==> config.mk <==
export PLATFORM = sky130hd
export DESIGN_NAME = rounded_window_reveal_compositor_unit
export DESIGN_NICKNAME = d
export VERILOG_FILES = /design/src/rwrc_pkg.sv /design/src/rwrc_div.sv /design/src/rounded_window_reveal_compositor_unit.sv
export SDC_FILE = /design/constraint.sdc
export NUM_CORES = 2
export LEC_CHECK = 0
export BUFFER_PORTS_ARGS = -buffer_cell sky130_fd_sc_hd__buf_2
export CORE_MARGIN = 8
export CORE_UTILIZATION = 65
export CTS_CLUSTER_SIZE = 40
export DETAILED_ROUTE_END_ITERATION = 6
export HOLD_SLACK_MARGIN = 0.05
export PLACE_DENSITY_LB_ADDON = 0.3
export SLEW_MARGIN = 20
export SYNTH_ARGS = -nofsm -noshare
export SYNTH_HDL_FRONTEND = slang
export SYNTH_HIERARCHICAL = 1
export SYNTH_SLANG_ARGS = --single-unit
==> constraint.sdc <==
create_clock -name clk_i -period 12.3 [get_ports clk_i]
set_input_delay 1.845 -clock clk_i [delete_from_list [all_inputs] [get_ports clk_i]]
set_output_delay 1.845 -clock clk_i [all_outputs]
set_load 0.01 [all_outputs]
==> src/rwrc_pkg.sv <==
package rwrc_pkg;

  // configuration register indexes
  localparam int unsigned CfgIdxW = 3;
  localparam logic [CfgIdxW-1:0] CFG_PANEL_WIDTH  = 3'd0;
  localparam logic [CfgIdxW-1:0] CFG_PANEL_HEIGHT = 3'd1;
  localparam logic [CfgIdxW-1:0] CFG_START_SIZE   = 3'd2;
  localparam logic [CfgIdxW-1:0] CFG_ANCHOR_RIGHT = 3'd3;
  localparam logic [CfgIdxW-1:0] CFG_OPEN_MODE    = 3'd4;
  localparam logic [CfgIdxW-1:0] CFG_OPEN_DUR     = 3'd5;
  localparam logic [CfgIdxW-1:0] CFG_CLOSE_DUR    = 3'd6;

  // reset values
  localparam logic [9:0] PANEL_WIDTH_RST  = 10'd160;
  localparam logic [9:0] PANEL_HEIGHT_RST = 10'd240;
  localparam logic [9:0] START_SIZE_RST   = 10'd30;
  localparam logic [9:0] OPEN_DUR_RST     = 10'd150;
  localparam logic [9:0] CLOSE_DUR_RST    = 10'd100;

  // divider sizes: dividend holds cube plus square, divisor holds a square
  localparam int unsigned DivNW = 31;
  localparam int unsigned DivDW = 20;
  localparam int unsigned DivCntW = 5;

  typedef struct packed {
    logic             start;
    logic [DivNW-1:0] dividend;
    logic [DivDW-1:0] divisor;
  } div_req_t;

  typedef struct packed {
    logic             busy;
    logic             done;
    logic [DivNW-1:0] quotient;
  } div_rsp_t;

  // floor(sqrt(a)) for a corner radius of at most 15
  function automatic logic [3:0] isqrt_small(input logic [7:0] a);
    logic [3:0] s;
    s = 4'd0;
    for (int k = 1; k < 16; k++) begin
      if (8'(k * k) <= a) begin
        s = 4'(k);
      end
    end
    return s;
  endfunction

  // window size from the scaled offset, clamped to start, panel and max size
  function automatic logic [9:0] size_calc(input logic [9:0] full,
                                           input logic [9:0] start,
                                           input logic [9:0] q,
                                           input logic opening,
                                           input logic signed [12:0] max_dim);
    logic signed [12:0] diff;
    logic signed [12:0] qs;
    logic signed [12:0] w;
    diff = $signed({3'b000, full}) - $signed({3'b000, start});
    qs = (diff < 0) ? -$signed({3'b000, q}) : $signed({3'b000, q});
    w = opening ? ($signed({3'b000, start}) + qs) : ($signed({3'b000, full}) - qs);
    if (w < $signed({3'b000, start})) w = $signed({3'b000, start});
    if (w > $signed({3'b000, full})) w = $signed({3'b000, full});
    if (w > max_dim) w = max_dim;
    if (w < 0) w = 13'sd0;
    return w[9:0];
  endfunction

endpackage

==> src/rwrc_div.sv <==
module rwrc_div import rwrc_pkg::*; (
  input  logic     clk_i,
  input  logic     rst_ni,
  input  div_req_t req_i,
  output div_rsp_t rsp_o
);

  logic [DivNW-1:0]   quo_q;
  logic [DivDW-1:0]   rem_q;
  logic [DivDW-1:0]   dvs_q;
  logic [DivCntW-1:0] cnt_q;
  logic               busy_q;
  logic               done_q;

  logic [DivDW:0]   rem_sh;
  logic             ge;
  logic [DivDW-1:0] rem_d;

  // restoring division, one quotient bit per cycle
  always_comb begin
    rem_sh = {rem_q, quo_q[DivNW-1]};
    ge = rem_sh >= {1'b0, dvs_q};
    rem_d = ge ? DivDW'(rem_sh - {1'b0, dvs_q}) : rem_sh[DivDW-1:0];
  end

  always_ff @(posedge clk_i or negedge rst_ni) begin
    if (!rst_ni) begin
      busy_q <= 1'b0;
      done_q <= 1'b0;
      cnt_q  <= '0;
    end else begin
      done_q <= 1'b0;
      if (req_i.start) begin
        rem_q  <= '0;
        quo_q  <= req_i.dividend;
        dvs_q  <= req_i.divisor;
        cnt_q  <= '0;
        busy_q <= 1'b1;
      end else if (busy_q) begin
        rem_q <= rem_d;
        quo_q <= {quo_q[DivNW-2:0], ge};
        cnt_q <= cnt_q + 1'b1;
        if (cnt_q == DivCntW'(DivNW - 1)) begin
          busy_q <= 1'b0;
          done_q <= 1'b1;
        end
      end
    end
  end

  assign rsp_o.busy = busy_q;
  assign rsp_o.done = done_q;
  assign rsp_o.quotient = quo_q;

endmodule

==> src/rounded_window_reveal_compositor_unit.sv <==
// Rounded window reveal compositor.
// Input stream s_axis: tuser is the action (0 frame update, 1 pixel), tdata carries
// elapsed_ms, pixel_x, pixel_y, background_pixel and panel_pixel. Every request gives
// exactly one result on m_axis: out_pixel, window_width, window_height, finished.
// Configuration is written through cfg_valid_i/cfg_index_i/cfg_data_i, always ready;
// write only while no request is in flight. Unknown indexes are dropped.
// One request at a time. A pixel result is loaded from ST_PIX once the output register
// is free. A frame update runs a sequencer over one shared 20x10 multiplier and one
// bit-serial divider. Opening runs three multiplies and the ease-out quotient, then
// the width and height quotients; closing runs the width and height quotients only.
// The next request is taken once the result loads. The result sits in an output
// register; the next request is accepted while it waits, and the block holds its
// finished result until m_axis_tready frees the register. Reset restores the register
// defaults and sets the window to the start size.
module rounded_window_reveal_compositor_unit import rwrc_pkg::*; #(
  parameter int unsigned CORNER_RADIUS = 5,
  parameter int unsigned MAX_DIM       = 1023
) (
  input  logic               clk_i,
  input  logic               rst_ni,
  input  logic               s_axis_tvalid,
  output logic               s_axis_tready,
  // elapsed_ms, pixel_x, pixel_y, background_pixel, panel_pixel, zero fill
  input  logic [71:0]        s_axis_tdata,
  // action
  input  logic               s_axis_tuser,
  output logic               m_axis_tvalid,
  input  logic               m_axis_tready,
  // out_pixel, window_width, window_height, finished, zero fill
  output logic [39:0]        m_axis_tdata,
  input  logic               cfg_valid_i,
  output logic               cfg_ready_o,
  input  logic [CfgIdxW-1:0] cfg_index_i,
  input  logic [9:0]         cfg_data_i
);

  localparam int unsigned RW = $clog2(CORNER_RADIUS + 2);
  localparam logic [7:0] RadSq = 8'(CORNER_RADIUS * CORNER_RADIUS);
  localparam logic signed [12:0] Rad = 13'(CORNER_RADIUS);
  localparam logic signed [12:0] MaxDimS = 13'(MAX_DIM);

  typedef enum logic [3:0] {
    ST_IDLE, ST_PIX, ST_MDD, ST_MD3, ST_MDUR, ST_PGO, ST_PWAIT,
    ST_MW, ST_WGO, ST_WWAIT, ST_MH, ST_HGO, ST_HWAIT, ST_FOUT
  } state_e;

  state_e state_q;

  logic [9:0] pw_q, ph_q, start_q, odur_q, cdur_q;
  logic       anchor_q, open_q;
  logic [9:0] cur_w_q, cur_h_q;

  logic [9:0]  x_q, y_q;
  logic [15:0] bg_q, fg_q;
  logic [9:0]  dur_q, d_q, p_q, qw_q;
  logic        opening_q, fin_q;
  logic [29:0] prod_q, d3_q;

  logic        out_valid_q;
  logic [39:0] out_data_q;

  div_req_t div_req;
  div_rsp_t div_rsp;

  rwrc_div u_div (
    .clk_i  (clk_i),
    .rst_ni (rst_ni),
    .req_i  (div_req),
    .rsp_o  (div_rsp)
  );

  // ---------------- configuration ----------------
  assign cfg_ready_o = 1'b1;

  always_ff @(posedge clk_i or negedge rst_ni) begin
    if (!rst_ni) begin
      pw_q     <= PANEL_WIDTH_RST;
      ph_q     <= PANEL_HEIGHT_RST;
      start_q  <= START_SIZE_RST;
      anchor_q <= 1'b0;
      open_q   <= 1'b1;
      odur_q   <= OPEN_DUR_RST;
      cdur_q   <= CLOSE_DUR_RST;
    end else if (cfg_valid_i) begin
      case (cfg_index_i)
        CFG_PANEL_WIDTH:  pw_q     <= cfg_data_i;
        CFG_PANEL_HEIGHT: ph_q     <= cfg_data_i;
        CFG_START_SIZE:   start_q  <= cfg_data_i;
        CFG_ANCHOR_RIGHT: anchor_q <= cfg_data_i[0];
        CFG_OPEN_MODE:    open_q   <= cfg_data_i[0];
        CFG_OPEN_DUR:     odur_q   <= cfg_data_i;
        CFG_CLOSE_DUR:    cdur_q   <= cfg_data_i;
        default: ;
      endcase
    end
  end

  // ---------------- request unpacking ----------------
  logic [15:0] in_el;
  logic [9:0]  in_dur_raw, in_dur, in_v;
  logic        s_acc, out_free, out_load;

  assign s_axis_tready = (state_q == ST_IDLE);
  assign s_acc = s_axis_tvalid && s_axis_tready;
  assign out_free = !out_valid_q || m_axis_tready;
  assign out_load = ((state_q == ST_PIX) || (state_q == ST_FOUT)) && out_free;

  always_comb begin
    in_el = s_axis_tdata[15:0];
    in_dur_raw = open_q ? odur_q : cdur_q;
    in_dur = (in_dur_raw == 10'd0) ? 10'd1 : in_dur_raw;
    in_v = (in_el > {6'd0, in_dur}) ? in_dur : in_el[9:0];
  end

  // ---------------- shared multiplier ----------------
  logic [9:0]  mag_w, mag_h;
  logic [19:0] mul_a;
  logic [9:0]  mul_b;
  logic [29:0] mul_p;

  assign mag_w = (pw_q >= start_q) ? (pw_q - start_q) : (start_q - pw_q);
  assign mag_h = (ph_q >= start_q) ? (ph_q - start_q) : (start_q - ph_q);
  assign mul_p = 30'(mul_a) * 30'(mul_b);

  always_comb begin
    mul_a = '0;
    mul_b = '0;
    case (state_q)
      ST_MDD: begin
        mul_a = {10'd0, d_q};
        mul_b = d_q;
      end
      ST_MD3: begin
        mul_a = prod_q[19:0];
        mul_b = d_q;
      end
      ST_MDUR: begin
        mul_a = {10'd0, dur_q};
        mul_b = dur_q;
      end
      ST_MW: begin
        mul_a = {10'd0, mag_w};
        mul_b = p_q;
      end
      ST_MH: begin
        mul_a = {10'd0, mag_h};
        mul_b = p_q;
      end
      default: ;
    endcase
  end

  // ---------------- divider requests ----------------
  always_comb begin
    div_req.start = 1'b0;
    div_req.dividend = DivNW'(prod_q);
    div_req.divisor = DivDW'(dur_q);
    case (state_q)
      ST_PGO: begin
        // ceil of the cube of the remaining time over the square of the duration
        div_req.start = 1'b1;
        div_req.dividend = DivNW'(d3_q) + DivNW'(prod_q) - DivNW'(1);
        div_req.divisor = prod_q[DivDW-1:0];
      end
      ST_WGO, ST_HGO: div_req.start = 1'b1;
      default: ;
    endcase
  end

  // ---------------- pixel test ----------------
  logic signed [12:0] ws, hs, xs, ys, dy_full, cut, rx0, rx1, ox;
  logic [RW-1:0]      dy;
  logic [3:0]         sq;
  logic               in_area, in_win;
  logic [15:0]        pix;

  always_comb begin
    ws = $signed({3'b000, cur_w_q});
    hs = $signed({3'b000, cur_h_q});
    xs = $signed({3'b000, x_q});
    ys = $signed({3'b000, y_q});
    in_area = (cur_w_q != 10'd0) && (cur_h_q != 10'd0) && (y_q < cur_h_q) &&
              (y_q < ph_q) && (x_q < pw_q);
    // distance into the corner band, top or bottom
    if (ys < Rad) begin
      dy_full = Rad - ys;
    end else if (ys + Rad >= hs) begin
      dy_full = ys + Rad + 13'sd1 - hs;
    end else begin
      dy_full = 13'sd0;
    end
    dy = dy_full[RW-1:0];
    sq = isqrt_small(RadSq - 8'(8'(dy) * 8'(dy)));
    cut = Rad - $signed({9'd0, sq});
    rx1 = ws - 13'sd1 - cut;
    rx0 = (cut > rx1) ? rx1 : cut;
    ox = anchor_q ? ($signed({3'b000, pw_q}) - ws) : 13'sd0;
    in_win = in_area && (xs >= ox + rx0) && (xs <= ox + rx1);
    pix = in_win ? fg_q : bg_q;
  end

  // ---------------- sequencer ----------------
  always_ff @(posedge clk_i or negedge rst_ni) begin
    if (!rst_ni) begin
      state_q     <= ST_IDLE;
      out_valid_q <= 1'b0;
      cur_w_q     <= START_SIZE_RST;
      cur_h_q     <= START_SIZE_RST;
    end else begin
      if (out_valid_q && m_axis_tready && !out_load) begin
        out_valid_q <= 1'b0;
      end
      case (state_q)
        ST_IDLE: begin
          if (s_acc) begin
            x_q       <= s_axis_tdata[25:16];
            y_q       <= s_axis_tdata[35:26];
            bg_q      <= s_axis_tdata[51:36];
            fg_q      <= s_axis_tdata[67:52];
            dur_q     <= in_dur;
            d_q       <= in_dur - in_v;
            p_q       <= in_v;
            opening_q <= open_q;
            fin_q     <= (in_el >= {6'd0, in_dur});
            if (s_axis_tuser) begin
              state_q <= ST_PIX;
            end else if (open_q) begin
              state_q <= ST_MDD;
            end else begin
              state_q <= ST_MW;
            end
          end
        end
        ST_PIX: begin
          if (out_free) begin
            out_valid_q <= 1'b1;
            out_data_q  <= {3'd0, 1'b0, cur_h_q, cur_w_q, pix};
            state_q     <= ST_IDLE;
          end
        end
        ST_MDD: begin
          prod_q  <= mul_p;
          state_q <= ST_MD3;
        end
        ST_MD3: begin
          prod_q  <= mul_p;
          state_q <= ST_MDUR;
        end
        ST_MDUR: begin
          d3_q    <= prod_q;
          prod_q  <= mul_p;
          state_q <= ST_PGO;
        end
        ST_PGO: state_q <= ST_PWAIT;
        ST_PWAIT: begin
          if (div_rsp.done) begin
            p_q     <= dur_q - div_rsp.quotient[9:0];
            state_q <= ST_MW;
          end
        end
        ST_MW: begin
          prod_q  <= mul_p;
          state_q <= ST_WGO;
        end
        ST_WGO: state_q <= ST_WWAIT;
        ST_WWAIT: begin
          if (div_rsp.done) begin
            qw_q    <= div_rsp.quotient[9:0];
            state_q <= ST_MH;
          end
        end
        ST_MH: begin
          prod_q  <= mul_p;
          state_q <= ST_HGO;
        end
        ST_HGO: state_q <= ST_HWAIT;
        ST_HWAIT: begin
          if (div_rsp.done) begin
            cur_w_q <= size_calc(pw_q, start_q, qw_q, opening_q, MaxDimS);
            cur_h_q <= size_calc(ph_q, start_q, div_rsp.quotient[9:0], opening_q, MaxDimS);
            state_q <= ST_FOUT;
          end
        end
        ST_FOUT: begin
          if (out_free) begin
            out_valid_q <= 1'b1;
            out_data_q  <= {3'd0, fin_q, cur_h_q, cur_w_q, 16'd0};
            state_q     <= ST_IDLE;
          end
        end
        default: state_q <= ST_IDLE;
      endcase
    end
  end

  assign m_axis_tvalid = out_valid_q;
  assign m_axis_tdata = out_data_q;

  // ---------------- assertions ----------------
  a_div_start_idle: assert property (@(posedge clk_i) disable iff (!rst_ni)
    div_req.start |-> !div_rsp.busy)
    else $error("divider started while busy");

  a_div_done_wait: assert property (@(posedge clk_i) disable iff (!rst_ni)
    div_rsp.done |-> (state_q == ST_PWAIT || state_q == ST_WWAIT || state_q == ST_HWAIT))
    else $error("divider result with no sequencer waiting");

  a_one_at_a_time: assert property (@(posedge clk_i) disable iff (!rst_ni)
    s_acc |=> !s_axis_tready)
    else $error("request accepted while one is in flight");

  a_size_bound: assert property (@(posedge clk_i) disable iff (!rst_ni)
    (state_q == ST_FOUT) |-> ({3'b000, cur_w_q} <= 13'(MAX_DIM) &&
                             {3'b000, cur_h_q} <= 13'(MAX_DIM)))
    else $error("window size above limit");

  a_result_on_free: assert property (@(posedge clk_i) disable iff (!rst_ni)
    ((state_q == ST_PIX || state_q == ST_FOUT) && out_free) |=> out_valid_q)
    else $error("finished request produced no result");

endmodule

==> qor.txt <==
Status - complete, but fails checks
Failing checks - DRC
Setup crit end kind - register
Top achievable clock speed - 0.0860 GHz
Max incr delay on CP - 0.47 ns
Worst r2r path cells - 53
TritonCTS Buffers - 40
Fillers - 3935
Final hold vios - 0
Critical setup path kind - reg2reg
Startpoint Class - register
Via Count - 28900
Area growth syn-to-layout - 8.14%
Layout Cells excl Fill - 4551
Hold Slack - 0.507 ns
Clock share of power - 0.122
Tot GR Track Use - 0.306
R2R setup slack - 0.67 ns
Total gr overflow - 0
Max cap viols - 0
Lkg Pwr - 17.2 nW
CTS H-tree lvls - 2
Worst Path Required - 12.70 ns
Die Footprint - 0.0610 mm^2
Final setup fails - 0
Die X-Extent - 247 um
CTS Buffer Depth - 3
Clock transition at path regs - 0.06 ns
# clock sinks - 346
Critical Path End - m_axis_tdata[5]
Final HPWL DP - 72800 um
Design Power - 10.5 mW
Switch share - 0.495
Starting Density - 0.658
Cells after synthesis - 3728
Initial drt markers - 2949
Routed wire length - 95500 um
CP arrival - 12.03 ns
Post-synthesis cell area - 0.0347 mm^2
Slew Limit Fails - 0
Post-DR wirelength/cell - 21.0 um
Antenna violations before repair - 5
Vias in the first global route - 28000
Combinational share of power - 0.689
Min-Delay Path Class - reg2reg
CTS tree - done
Setup TNS - 0 ns
Core Footprint - 0.0527 mm^2
Syn avg cell area - 9.30 um^2
Min Tclk post-route - 11.63 ns
Post-route DRC - 20
Net Switching - 5.18 mW
Crit Path Max Fanout - 16
Most common cell after layout, fill and taps aside - inv_1
ANT nets after route - 0
Worst Max-Slew Pin Slew - 1.18 ns
# placed instances - 4465
Ports - 134
Seq pwr share - 0.189
Peak VDD IR - 0.252 mV
First-pass GRT wire length - 149000 um
Post-Place Worst Slack - 0.355 ns
Power Internal - 5.29 mW
Root Driver - clkbuf_16
Layout cells sized above 1 - 0.111
Reg-to-Reg End - m_axis_tdata[5]
Largest net degree at the start of global routing - 83
Height of the die - 247 um
Final WS setup - 0.673 ns
Routability cong. - 0.964
Clk_lat worst skew - 0.59 ns
Final #Nets - 4499
Ys Warns - 6
Most frequent cells in the layout - 463 x inv_1, 422 x ha_1, 350 x nand2_1, 262 x edfxtp_1, 234 x nor2_1
Critical Path Start - y_q[2]
Clock skew - 0.0304 ns
P per Cell Area - 279 mW/mm^2
Std-Cell Rows - 84
First-pass DRT Iterations - 7
Fin crit share - 0.945
IO buf count - 125
Slowest-stage cell, CP - edfxtp_1
Reg-to-reg startpoint - y_q[2]
Most used cell, CP - ha_1
Slew HR - 0.211
DR vias/cell - 6.34
## area by class of cell
class                   count  area, um^2  area share
clock buffers              49        1070      0.0285
flip-flops and latches    346       10000       0.267
well taps                 688         861      0.0230
clock inverters            25         335     0.00894
repair buffers            162         913      0.0244
diodes                      4        10.0    0.000267
inverters                 465        1750      0.0466
multi-input cells        2812       22600       0.602
## stage by stage
stage / area (um^2) / utilization
after floorplan: 34700 / -
after global placement: 35900 / 0.682
after detailed placement: 35900 / 0.682
after CTS: 37300 / 0.709
after global routing: 37500 / 0.712
final: 37500 / 0.712
## sequential cells by signal, summed over array words and instances, names as in the netlist, 16 cells and up
register      cells
bg_q             16
d3_q             30
fg_q             16
m_axis_tdata     37
prod_q           30
u_div/dvs_q      20
u_div/quo_q      31
u_div/rem_q      20
## critical path, delay by kind of cell (launching register included)
| family | cells | cell delay [ns] |
|---|---|---|
| xor+xnor | 2 | 0.27 |
| fa+ha+maj | 9 | 2.48 |
| compound gates | 20 | 4.55 |
| mux | 2 | 0.38 |
| flops | 1 | 0.47 |
| simple gates | 14 | 2.56 |
| buf+inv | 6 | 0.74 |
## power groups by stage
| stage | sequential [mW] | clock (mW) | combinational (mW) |
|---|---|---|---|
| detailed placement | 1.98 | 0 | 6.91 |
| finish | 1.98 | 1.28 | 7.21 |
| global route | 2.00 | 1.33 | 7.99 |
| global placement | 1.97 | 0 | 6.76 |
| floorplan | 1.84 | 0 | 5.45 |
| CTS | 1.96 | 1.29 | 7.01 |
## what timing repair did
item,in CTS,in global routing
hold buffers,0,0
setup buffers,0,6
hold endpoints to repair,0,0
gates resized for setup,0,12
setup endpoints to repair,0,16
## metal layers
layer / track usage / routed length [um]
met1: 0.424 / 39900
met2: 0.472 / 42100
met3: 0.0720 / 10300
met4: 0.0985 / 3170
met5: 0 / 12
## worst min path at each step
| stage | cells after the start | start | endpoint | slack [ns] |
|---|---|---|---|---|
| after floorplan | 0 | cur_h_q[6] | m_axis_tdata[32] | 0.45 |
| after CTS | 0 | cur_h_q[6] | m_axis_tdata[32] | 0.51 |
| after detailed placement | 1 | cdur_q[7] | cdur_q[7] | 0.49 |
| final | 1 | cdur_q[7] | cdur_q[7] | 0.51 |
| after global routing | 0 | cur_h_q[6] | m_axis_tdata[32] | 0.51 |
| after global placement | 1 | cdur_q[8] | cdur_q[8] | 0.49 |
Note: power is estimated with default switching activity, not from simulation.
